`config.mk`:
```
export PLATFORM = sky130hd
export DESIGN_NAME = wiegand_field_decoder_flat
export DESIGN_NICKNAME = d
export VERILOG_FILES = /design/src/wfd_pkg.sv /design/src/wfd_pulse_if.sv /design/src/wiegand_field_decoder.sv /design/src/flat_wrapper.sv
export SDC_FILE = /design/constraint.sdc
export NUM_CORES = 1
export LEC_CHECK = 0
export CORE_MARGIN = 3
export CORE_UTILIZATION = 35
export CTS_CLUSTER_DIAMETER = 200
export DETAILED_ROUTE_END_ITERATION = 10
export DONT_BUFFER_PORTS = 1
export SETUP_SLACK_MARGIN = 0.5
export SYNTH_ARGS = -nofsm -noshare
export SYNTH_HDL_FRONTEND = slang
export SYNTH_SLANG_ARGS = --single-unit
```
`constraint.sdc`:
```
create_clock -name i_clk -period 15.2 [get_ports i_clk]
set_input_delay 1.52 -clock i_clk [delete_from_list [all_inputs] [get_ports i_clk]]
set_output_delay 1.52 -clock i_clk [all_outputs]
set_load 0.02 [all_outputs]
```
`src/wfd_pkg.sv`:
```
// shared types, constants and helper functions of the wiegand field decoder
package wfd_pkg;

    localparam int unsigned SAMPLE_W = 64;
    localparam int unsigned VALUE_W  = 64;
    localparam int unsigned LEN_W    = 7;
    localparam int unsigned KIND_W   = 2;
    localparam int unsigned REG_W    = 2;

    typedef logic [SAMPLE_W-1:0] t_sample;
    typedef logic [VALUE_W-1:0]  t_value;
    typedef logic [LEN_W-1:0]    t_len;
    typedef logic [KIND_W-1:0]   t_kind;
    typedef logic [REG_W-1:0]    t_reg_idx;

    // longest field that can be gathered
    localparam t_len LEN_MAX   = t_len'(VALUE_W);
    localparam t_len TAKEN_SAT = '1;

    // slots of one frame
    typedef enum logic [2:0] {
        SLOT_LEAD_PAR  = 3'd0,
        SLOT_SITE      = 3'd1,
        SLOT_FACILITY  = 3'd2,
        SLOT_CARD      = 3'd3,
        SLOT_TRAIL_PAR = 3'd4
    } t_slot;

    // result kinds
    localparam t_kind KIND_PARITY   = 2'd0;
    localparam t_kind KIND_SITE     = 2'd1;
    localparam t_kind KIND_FACILITY = 2'd2;
    localparam t_kind KIND_CARD     = 2'd3;

    // configuration register indexes
    localparam t_reg_idx REG_SITE_BITS     = 2'd0;
    localparam t_reg_idx REG_FACILITY_BITS = 2'd1;
    localparam t_reg_idx REG_CARD_BITS     = 2'd2;

    // register reset values
    localparam t_len SITE_BITS_RST     = 7'd0;
    localparam t_len FACILITY_BITS_RST = 7'd8;
    localparam t_len CARD_BITS_RST     = 7'd16;

    // clamp a configured length to the field width
    function automatic t_len cap_len(input t_len v);
        return (v > LEN_MAX) ? LEN_MAX : v;
    endfunction

    // length of a slot under the current configuration
    function automatic t_len slot_len(input t_slot slot, input t_len site,
                                      input t_len facility, input t_len card);
        t_len len;
        unique case (slot)
            SLOT_SITE:     len = cap_len(site);
            SLOT_FACILITY: len = cap_len(facility);
            SLOT_CARD:     len = cap_len(card);
            default:       len = t_len'(1);
        endcase
        return len;
    endfunction

    // kind reported for a slot
    function automatic t_kind slot_kind(input t_slot slot);
        t_kind kind;
        unique case (slot)
            SLOT_SITE:     kind = KIND_SITE;
            SLOT_FACILITY: kind = KIND_FACILITY;
            SLOT_CARD:     kind = KIND_CARD;
            default:       kind = KIND_PARITY;
        endcase
        return kind;
    endfunction

endpackage

```
`src/wfd_pulse_if.sv`:
```
// pulse, field and configuration channel interfaces
interface wfd_pulse_if;
    logic               valid;
    logic               ready;
    logic               pulse_line;
    wfd_pkg::t_sample   pulse_start;
    wfd_pkg::t_sample   pulse_end;

    modport source (output valid, pulse_line, pulse_start, pulse_end, input ready);
    modport sink   (input valid, pulse_line, pulse_start, pulse_end, output ready);
endinterface

interface wfd_field_if;
    logic               valid;
    logic               ready;
    wfd_pkg::t_kind     field_kind;
    wfd_pkg::t_value    field_value;
    wfd_pkg::t_sample   field_first;
    wfd_pkg::t_sample   field_last;

    modport source (output valid, field_kind, field_value, field_first, field_last,
                    input ready);
    modport sink   (input valid, field_kind, field_value, field_first, field_last,
                    output ready);
endinterface

interface wfd_cfg_if;
    logic               valid;
    logic               ready;
    wfd_pkg::t_reg_idx  reg_index;
    wfd_pkg::t_len      wr_data;

    modport source (output valid, reg_index, wr_data, input ready);
    modport sink   (input valid, reg_index, wr_data, output ready);
endinterface

```
`src/wiegand_field_decoder.sv`:
```
// wiegand field decoder top level
//
//   channel   dir  handshake      payload
//   i_pulse   in   valid/ready    pulse_line, pulse_start, pulse_end
//   o_field   out  valid/ready    field_kind, field_value, field_first, field_last
//   i_cfg     in   valid/ready    reg_index, wr_data (ready always high)
//
// one pulse transaction per cycle while the result register is free or being
// taken; a pulse passes an input register, then the slot/shift update and the
// result register, which holds each finished field for the output channel.
// reset (synchronous, active low) returns to the leading parity slot with
// default field lengths. a stalled output holds its result; the input stage
// keeps accepting as long as the result register is free or being taken.
module wiegand_field_decoder (
    input  logic        i_clk,
    input  logic        i_rst_n,
    wfd_pulse_if.sink   i_pulse,
    wfd_field_if.source o_field,
    wfd_cfg_if.sink     i_cfg
);
    import wfd_pkg::*;

    // configuration registers
    t_len    r_site_bits;
    t_len    r_facility_bits;
    t_len    r_card_bits;

    // input stage
    logic    r_in_valid;
    logic    r_in_line;
    t_sample r_in_start;
    t_sample r_in_end;

    // decoder state
    t_slot   r_slot;
    t_slot   n_slot;
    t_len    r_taken;
    t_len    n_taken;
    t_value  r_shift;
    t_value  n_shift;
    t_sample r_first;
    t_sample n_first;

    // result register
    logic    r_out_valid;
    t_kind   r_out_kind;
    t_value  r_out_value;
    t_sample r_out_first;
    t_sample r_out_last;

    // working values of the update stage
    t_slot   eff_slot;
    t_len    eff_len;
    t_len    taken_inc;
    t_value  shift_in;
    t_sample first_cur;
    logic    done;
    logic    can_adv;
    logic    fire;

    // handshakes
    assign can_adv       = !r_out_valid || o_field.ready;
    assign fire          = r_in_valid && can_adv;
    assign i_pulse.ready = !r_in_valid || can_adv;
    assign i_cfg.ready   = 1'b1;

    // configuration writes
    always_ff @(posedge i_clk) begin
        if (!i_rst_n) begin
            r_site_bits     <= SITE_BITS_RST;
            r_facility_bits <= FACILITY_BITS_RST;
            r_card_bits     <= CARD_BITS_RST;
        end else if (i_cfg.valid) begin
            unique case (i_cfg.reg_index)
                REG_SITE_BITS:     r_site_bits     <= i_cfg.wr_data;
                REG_FACILITY_BITS: r_facility_bits <= i_cfg.wr_data;
                REG_CARD_BITS:     r_card_bits     <= i_cfg.wr_data;
                default:           ;
            endcase
        end
    end

    // input register
    always_ff @(posedge i_clk) begin
        if (!i_rst_n) begin
            r_in_valid <= 1'b0;
        end else if (i_pulse.ready) begin
            r_in_valid <= i_pulse.valid;
        end
    end

    always_ff @(posedge i_clk) begin
        if (i_pulse.valid && i_pulse.ready) begin
            r_in_line  <= i_pulse.pulse_line;
            r_in_start <= i_pulse.pulse_start;
            r_in_end   <= i_pulse.pulse_end;
        end
    end

    // slot selection, skipping empty fields at the start of a slot
    always_comb begin
        eff_slot  = (r_slot > SLOT_TRAIL_PAR) ? SLOT_LEAD_PAR : r_slot;
        first_cur = r_first;
        if (r_taken == '0) begin
            if (eff_slot == SLOT_SITE && cap_len(r_site_bits) == '0) begin
                eff_slot = SLOT_FACILITY;
            end
            if (eff_slot == SLOT_FACILITY && cap_len(r_facility_bits) == '0) begin
                eff_slot = SLOT_CARD;
            end
            if (eff_slot == SLOT_CARD && cap_len(r_card_bits) == '0) begin
                eff_slot = SLOT_TRAIL_PAR;
            end
            first_cur = r_in_start;
        end
        eff_len   = slot_len(eff_slot, r_site_bits, r_facility_bits, r_card_bits);
        shift_in  = {r_shift[VALUE_W-2:0], r_in_line};
        taken_inc = (r_taken == TAKEN_SAT) ? TAKEN_SAT : r_taken + t_len'(1);
        done      = (taken_inc >= eff_len);
    end

    // next decoder state
    always_comb begin
        n_slot  = r_slot;
        n_taken = r_taken;
        n_shift = r_shift;
        n_first = r_first;
        if (fire) begin
            n_first = first_cur;
            if (done) begin
                n_slot  = (eff_slot == SLOT_TRAIL_PAR) ? SLOT_LEAD_PAR
                                                       : t_slot'(eff_slot + 3'd1);
                n_taken = '0;
                n_shift = '0;
            end else begin
                n_slot  = eff_slot;
                n_taken = taken_inc;
                n_shift = shift_in;
            end
        end
    end

    // decoder state registers
    always_ff @(posedge i_clk) begin
        if (!i_rst_n) begin
            r_slot  <= SLOT_LEAD_PAR;
            r_taken <= '0;
            r_shift <= '0;
            r_first <= '0;
        end else begin
            r_slot  <= n_slot;
            r_taken <= n_taken;
            r_shift <= n_shift;
            r_first <= n_first;
        end
    end

    // result register
    always_ff @(posedge i_clk) begin
        if (!i_rst_n) begin
            r_out_valid <= 1'b0;
        end else if (fire && done) begin
            r_out_valid <= 1'b1;
        end else if (o_field.ready) begin
            r_out_valid <= 1'b0;
        end
    end

    always_ff @(posedge i_clk) begin
        if (fire && done) begin
            r_out_kind  <= slot_kind(eff_slot);
            r_out_value <= shift_in;
            r_out_first <= first_cur;
            r_out_last  <= r_in_end;
        end
    end

    // output channel
    assign o_field.valid       = r_out_valid;
    assign o_field.field_kind  = r_out_kind;
    assign o_field.field_value = r_out_value;
    assign o_field.field_first = r_out_first;
    assign o_field.field_last  = r_out_last;

endmodule

```
`src/flat_wrapper.sv`:
```
// flat-port wrapper written by rule: the top's interface ports become plain ports
module wiegand_field_decoder_flat import wfd_pkg::*;
  (i_clk, i_rst_n, i_pulse_valid, i_pulse_pulse_line, i_pulse_pulse_start, i_pulse_pulse_end, i_pulse_ready, o_field_valid, o_field_field_kind, o_field_field_value, o_field_field_first, o_field_field_last, o_field_ready, i_cfg_valid, i_cfg_reg_index, i_cfg_wr_data, i_cfg_ready);
  wfd_pulse_if i_pulse_i ();
  wfd_field_if o_field_i ();
  wfd_cfg_if i_cfg_i ();
  input  logic i_clk;
  input  logic i_rst_n;
  input wire logic [$bits(i_pulse_i.valid)-1:0] i_pulse_valid;
  input wire logic [$bits(i_pulse_i.pulse_line)-1:0] i_pulse_pulse_line;
  input wire logic [$bits(i_pulse_i.pulse_start)-1:0] i_pulse_pulse_start;
  input wire logic [$bits(i_pulse_i.pulse_end)-1:0] i_pulse_pulse_end;
  output wire logic [$bits(i_pulse_i.ready)-1:0] i_pulse_ready;
  output wire logic [$bits(o_field_i.valid)-1:0] o_field_valid;
  output wire logic [$bits(o_field_i.field_kind)-1:0] o_field_field_kind;
  output wire logic [$bits(o_field_i.field_value)-1:0] o_field_field_value;
  output wire logic [$bits(o_field_i.field_first)-1:0] o_field_field_first;
  output wire logic [$bits(o_field_i.field_last)-1:0] o_field_field_last;
  input wire logic [$bits(o_field_i.ready)-1:0] o_field_ready;
  input wire logic [$bits(i_cfg_i.valid)-1:0] i_cfg_valid;
  input wire logic [$bits(i_cfg_i.reg_index)-1:0] i_cfg_reg_index;
  input wire logic [$bits(i_cfg_i.wr_data)-1:0] i_cfg_wr_data;
  output wire logic [$bits(i_cfg_i.ready)-1:0] i_cfg_ready;
  assign i_pulse_i.valid = i_pulse_valid;
  assign i_pulse_i.pulse_line = i_pulse_pulse_line;
  assign i_pulse_i.pulse_start = i_pulse_pulse_start;
  assign i_pulse_i.pulse_end = i_pulse_pulse_end;
  assign i_pulse_ready = i_pulse_i.ready;
  assign o_field_valid = o_field_i.valid;
  assign o_field_field_kind = o_field_i.field_kind;
  assign o_field_field_value = o_field_i.field_value;
  assign o_field_field_first = o_field_i.field_first;
  assign o_field_field_last = o_field_i.field_last;
  assign o_field_i.ready = o_field_ready;
  assign i_cfg_i.valid = i_cfg_valid;
  assign i_cfg_i.reg_index = i_cfg_reg_index;
  assign i_cfg_i.wr_data = i_cfg_wr_data;
  assign i_cfg_ready = i_cfg_i.ready;
  wiegand_field_decoder u_core (.i_clk(i_clk), .i_rst_n(i_rst_n), .i_pulse(i_pulse_i), .o_field(o_field_i), .i_cfg(i_cfg_i));
endmodule
```
* After elaboration in Yosys (flattened, before gate mapping) *
Index checks and enable logic that the tools add are counted.

operators by class
  equality and inequality tests = 10
  div/mod/pow operators = 0
  bitwise gates (word level) = 0
  add/sub/neg operators = 2
  magnitude comparators = 5
  reduce and logical (&&, ||, !) cells = 19
  $mul = 0
  shift operators = 0
  multiplexer cells = 20

operators with widths
  kind                                                              count
  64-bit two-way mux                                                1
  63-bit two-way mux                                                1
  7-bit two-way mux                                                 5
  7-bit zero test                                                   4
  3-bit two-way mux                                                 9
  7-bit greater-than comparator (second input constant)             3
  7-bit one-hot mux with 3 select lines                             1
  3-bit by 2-bit == test with 1-bit output (second input constant)  4
  7-bit by 1-bit adder with 7-bit output (second input constant)    1
  7-bit == test (second input constant)                             1
  7-bit greater-or-equal comparator                                 1
  3-bit by 1-bit == test with 1-bit output (second input constant)  2
  1-bit logical AND                                                 6
  2-bit one-hot mux with 3 select lines                             1
  2-bit AND reduction                                               3
  3-bit by 1-bit adder with 3-bit output (second input constant)    1
  3-bit == test (second input constant)                             1
  3-bit greater-than comparator (second input constant)             1
  2-bit by 1-bit == test with 1-bit output (second input constant)  1
  2-bit == test (second input constant)                             1
  1-bit zero test                                                   2
  2-bit zero test                                                   1
  1-bit logical OR                                                  2
  1-bit two-way mux                                                 2
  2-bit nonzero test                                                1

storage, ports and cells
  bits of input ports = 143
  memories kept = 0
  bits in registers = 483
  bits in latches = 0
  ROM bits = 0
  RAM bits = 0

* Logic depth before layout (Yosys ltp) *
  word-level depth = 19
  gate-level depth with buffers = 23
  depth with buffers taken out = 19

* Worst setup path before layout *
No wires, ideal clock.

  kind = register -> register
  from = register u_core.r_site_bits[0]
  to = register u_core.r_out_first[0] (netlist: u_core.o_field.field_first[0]), enable pin
  cell stages (with the launch flop) = 16
  slack = 2,751 ps
  setup time = 754 ps
  path buffers = 1
  clock period less this slack = 12,449 ps
  required time = 14,446 ps
  data arrival time = 11,695 ps
  path through = dfxtp_1 or4_1 or4_4 o31a_1 nor3_2 ha_1 ha_1 nor2b_1 a22oi_1 ha_1 nand2_1 o21ai_0 nand4_1 a31o_2 buf_2 nor2_1

on the way
  word-level cells in the longest chain between the ends = 18
  elaborated cells on any way between the ends = 20
  those cells by class = 2 x order compare; 5 x eq/ne; 8 x mux; 5 x reduce/logical

RTL lines
  item                                                                                                         line                          RTL
  start, declared                                                                                              wiegand_field_decoder.sv:24   t_len r_site_bits;
  start signal, assigned                                                                                       wiegand_field_decoder.sv:75   REG_SITE_BITS: r_site_bits <= i_cfg.wr_data;
  7-bit greater-than comparator                                                                                wfd_pkg.sv:47                 return (v > LEN_MAX) ? LEN_MAX : v;
  7-bit two-way mux *                                                                                          wfd_pkg.sv:47
  7-bit zero test                                                                                              wiegand_field_decoder.sv:105  if (eff_slot == SLOT_SITE && cap_len(r_site_bits) == '0) begin
  1-bit logical AND                                                                                            wiegand_field_decoder.sv:105
  3-bit two-way mux                                                                                            wiegand_field_decoder.sv:105
  3-bit two-way mux                                                                                            wiegand_field_decoder.sv:104  if (r_taken == '0) begin
  3-bit by 2-bit == test with 1-bit output                                                                     wiegand_field_decoder.sv:108  if (eff_slot == SLOT_FACILITY && cap_len(r_facility_bits) == '0) begin
  1-bit logical AND                                                                                            wiegand_field_decoder.sv:108
  [... 2 more ...]                                                                                             --
  3-bit by 2-bit == test with 1-bit output                                                                     wiegand_field_decoder.sv:111  if (eff_slot == SLOT_CARD && cap_len(r_card_bits) == '0) begin
  1-bit logical AND                                                                                            wiegand_field_decoder.sv:111
  3-bit two-way mux                                                                                            wiegand_field_decoder.sv:111
  3-bit two-way mux                                                                                            wiegand_field_decoder.sv:104
  3-bit by 2-bit == test with 1-bit output / 3-bit by 1-bit == test with 1-bit output (equally long branches)  wfd_pkg.sv:54                 unique case (slot)
  7-bit one-hot mux with 3 select lines *                                                                      wfd_pkg.sv:54
  7-bit greater-or-equal comparator *                                                                          wiegand_field_decoder.sv:119  done = (taken_inc >= eff_len);
  1-bit logical AND *                                                                                          wiegand_field_decoder.sv:170  if (fire && done) begin
  end signal, assigned                                                                                         wiegand_field_decoder.sv:173  r_out_first <= first_cur;
  end, declared                                                                                                wiegand_field_decoder.sv:48   t_sample r_out_first;

Mark *: on every way between the ends. The rest lies on a longest branch, timed or not. The select of a mux whose other input is x is not followed.
A chain may end at the register's enable or synchronous reset.

* Worst setup path in the final report *
  from = register u_core.r_taken[6]
  to = register u_core.r_out_first[32] (netlist: u_core.o_field.field_first[32]), enable pin

on the way
  word-level cells in the longest chain between the ends = 6
  elaborated cells on any way between the ends = 11
  those cells by class = 1 x add/sub; 1 x order compare; 4 x eq/ne; 3 x mux; 2 x reduce/logical

RTL lines
  item                                                                                                         line                          RTL
  start, declared                                                                                              wiegand_field_decoder.sv:37   t_len r_taken;
  start signal, assigned                                                                                       wiegand_field_decoder.sv:152  r_taken <= n_taken;
  7-bit zero test                                                                                              wiegand_field_decoder.sv:104
  3-bit two-way mux                                                                                            wiegand_field_decoder.sv:104
  3-bit by 2-bit == test with 1-bit output / 3-bit by 1-bit == test with 1-bit output (equally long branches)  wfd_pkg.sv:54
  7-bit one-hot mux with 3 select lines                                                                        wfd_pkg.sv:54
  7-bit greater-or-equal comparator *                                                                          wiegand_field_decoder.sv:119
  1-bit logical AND *                                                                                          wiegand_field_decoder.sv:170

Mark *: on every way between the ends. The rest lies on a longest branch, timed or not.

==> run summary <==
RSZ-0062 raised after global routing: no
Initial Util: 0.3576
Ys async rst share: 0
Pwr dens: 155.9 nW/um^2
Post-Synthesis Cells: 1183
Post-DR wirelength/cell: 19.07 um
Number of enable flip-flop cells after synthesis: 323
Row cnt: 80
Peak supply drop: 111.1 uV
Slowest-stage cell, CP: nand2_4
Period utilization: 0.3822
Worst Max-Slew Pin Slew: 1082 ps
Synthesis warning total: 0
HP Class: reg -> reg
Port-buffer cells: 0
Clk Latency, worst-skew pair: 570 ps
H-tree depth: 2
Number of global-route vias before repair: 8923
Min Tclk post-route: 5810 ps
Post-synthesis area per instance: 14.56 sq um
Layout cells sized above 1: 0.1371
Clk sinks: 483
F_max: 172.1 MHz
CTS tree: yes
Net Count, Synth: 1340
WP data arrival: 5980 ps
Die footprint: 51900 sq um
Max Root-Sink Buffers: 3
Vias per cell: 4.762
Number of remaining DRC errors: 0
# resized after CTS: 0
Post-CTS setup buffers: 0
GP Congestion: 0.7975
Post-Syn Area: 17220 sq um
Dpl cell area: 17890 sq um
I/O Pins: 340
Post-DP HPWL: 21990 um
Via count: 8929
Critical setup path kind: reg -> reg
Design area: 19650 sq um
Number of fillers in the final layout: 4333
Setup violators final: 0
Nets: 1335
Required @ worst endpoint: 15370 ps
Final hold vios: 0
Max-cap viol count: 0
Die height: 227.8 um
Total GRT Usage: 0.1333
TritonCTS Buffers: 50
Setup TNS: 0 ps
Initial DRT Pass Iterations: 4
CORE AREA: 48150 sq um
Die Wd: 227.8 um
CP max stage delay: 700 ps
Root Driver: clkbuf_16
Fin Clk Skew: 26.76 ps
# placed instances: 1782
Final Non-Filler Cells: 1875
Largest net degree at the start of global routing: 161
Crit. End Element: flip-flop
Critical path's most frequent cell: ha_1
Max-slew violations: 0
Critical path startpoint category: flip-flop
Post-synthesis register bit count: 483
ANT nets after route: 0
Number of DRC markers in iteration 0: 554
First-pass GRT wire length: 54320 um
Hold Buf Count CTS: 0
Seq/Total Area, Yosys: 0.7493
Lkg Pwr: 6.584 nW
Count of cell types in the netlist: 50
Most used DFF post-synth: edfxtp_1
Worst Path Max Fanout: 159
Area growth, synth to finish: 14.10%
Status: completed
Post-layout util: 0.4081
Clock transition at path regs: 60 ps
Worst slew margin: 0.2784
Initial antenna violation count: 6
Gr ovfl total: 0
CP Cell Sequence: nor4_1, nand2_4, o31a_1, nor3_2, ha_1, ha_1, nor2b_1, a22oi_1, ha_1, nand2_1, o21ai_0, nand4_1, a31o_2, nor2_4, buf_12
WL final: 35760 um
-- routing by layer --
| layer | global-route usage | part of all wire | up-vias |
|---|---|---|---|
| met5 | 0 | 0.0018 | - |
| met4 | 0.04726 | 0.026 | 10 |
| met3 | 0.04753 | 0.073 | 69 |
| met2 | 0.2182 | 0.48 | 234 |
| met1 | 0.1635 | 0.42 | 4361 |
| li1 | - | - | 4255 |
-- layout make-up --
cell class	count	area, sq um	share of cell area
sequential	483	12900	0.6567
multi-input combinational	624	4048	0.2060
clock buffer	66	1435	0.07305
tap	656	820.8	0.04178
clock inverter	26	316.6	0.01611
timing repair buffer	10	87.58	0.004458
inverter	9	33.78	0.001720
antenna	1	2.502	0.0001274
-- Yosys cell counts (2+ instances only) --
cell type / instances / share of area
xnor2_1: 3 / 0.0015
nor4_1: 3 / 0.0011
ha_1: 14 / 0.010
or4_1: 2 / 0.00087
a21boi_0: 68 / 0.030
o21a_1: 3 / 0.0013
inv_1: 9 / 0.0020
a22o_1: 6 / 0.0031
a21oi_1: 6 / 0.0017
nand2b_1: 2 / 0.00073
dfxtp_1: 160 / 0.19
nor3b_1: 66 / 0.029
and3_1: 3 / 0.0011
o211ai_1: 3 / 0.0013
o21ai_0: 5 / 0.0015
a21o_1: 2 / 0.00087
mux2i_1: 21 / 0.012
mux2_2: 64 / 0.042
nand3b_1: 2 / 0.00087
a22oi_1: 7 / 0.0031
nor2b_1: 29 / 0.011
nor2_1: 133 / 0.029
buf_1: 17 / 0.0037
a31oi_1: 4 / 0.0015
nand2_1: 85 / 0.019
edfxtp_1: 323 / 0.56
nand3_1: 70 / 0.020
clkbuf_1: 44 / 0.0096
nor3_1: 5 / 0.0015
buf_2: 4 / 0.0012
-- through the flow --
| stage | power, mW | setup slack (ps) | hold slack, ps |
|---|---|---|---|
| final | 3.062 | 9390 | 417.4 |
| after global routing | 3.179 | 9002 | 423.3 |
| after CTS | 3.109 | 9372 | 413.7 |
| after detailed placement | 1.819 | 9442 | 404.5 |
| after global placement | 1.814 | 9547 | 400.2 |
| after floorplan | 1.776 | 2751 | 400.3 |
-- worst paths after layout --
check                                         from                             end  slack [ps]  depth (start not counted)
worst max-delay path             u_core.r_taken[6]  u_core.o_field.field_first[32]        9390                         15
worst min-delay path            u_core.r_in_end[3]    u_core.o_field.field_last[3]         420                          0
worst max register to register   u_core.r_taken[6]  u_core.o_field.field_first[32]        9390                         15
worst min register to register  u_core.r_in_end[3]    u_core.o_field.field_last[3]         420                          0
-- state kept, by name, indices dropped and copies added (netlist names), 3 cells and up --
register                    cells
u_core.o_field.field_value     64
u_core.o_field.field_last      64
u_core.r_in_start              64
u_core.r_first                 64
u_core.r_in_end                64
u_core.r_site_bits              7
u_core.r_facility_bits          7
u_core.r_card_bits              7
u_core.r_taken                  7
u_core.r_slot                   3
u_core.o_field.field_first     64
u_core.r_shift                 63
-- where the power goes --
group	leakage, nW	switching [mW]	internal [mW]
sequential	4.36	0.0992	1.51
clock	0.854	0.493	0.783
combinational	1.37	0.120	0.0559
total	6.58	0.713	2.35
-- cells by family after synthesis --
group,share of synthesized area
flops,0.7493
other cells,0.0002178
xor+xnor,0.002035
buf+inv,0.01751
fa+ha+maj,0.01017
compound gates,0.05028
simple gates,0.1164
mux,0.05406
-- worst max-delay path: cells and delay by family (launching register included) --
kind,cells,cell delay (ps)
buffers and inverters,1,480
flip-flops,1,340
AO/OA/AOI/OAI,4,1110
adder cells (fa/ha/maj),3,800
AND/OR/NAND/NOR,7,2290
-- layout by cell type, fill, tap and decap left out, types with 3 or more instances in the layout --
cell type / Yosys / layout
a21boi_0: 68 / 68
a21oi_1: 6 / 6
a22o_1: 6 / 6
a22oi_1: 7 / 7
a31oi_1: 4 / 4
and3_1: 3 / 3
buf_4: 1 / 9
bufinv_16: 0 / 7
clkbuf_1: 44 / 7
clkbuf_16: 0 / 53
clkbuf_8: 0 / 6
clkinv_1: 0 / 8
clkinv_2: 0 / 4
dfxtp_1: 160 / 160
edfxtp_1: 323 / 323
ha_1: 14 / 14
inv_1: 9 / 9
mux2_2: 64 / 64
mux2i_1: 21 / 21
nand2_1: 85 / 84
nand3_1: 70 / 70
nor2_1: 133 / 132
nor2b_1: 29 / 28
nor3_1: 5 / 5
nor3b_1: 66 / 66
nor4_1: 3 / 3
o211ai_1: 3 / 3
o21a_1: 3 / 3
o21ai_0: 5 / 5
xnor2_1: 3 / 3
Note: power is estimated with default switching activity, not from simulation.
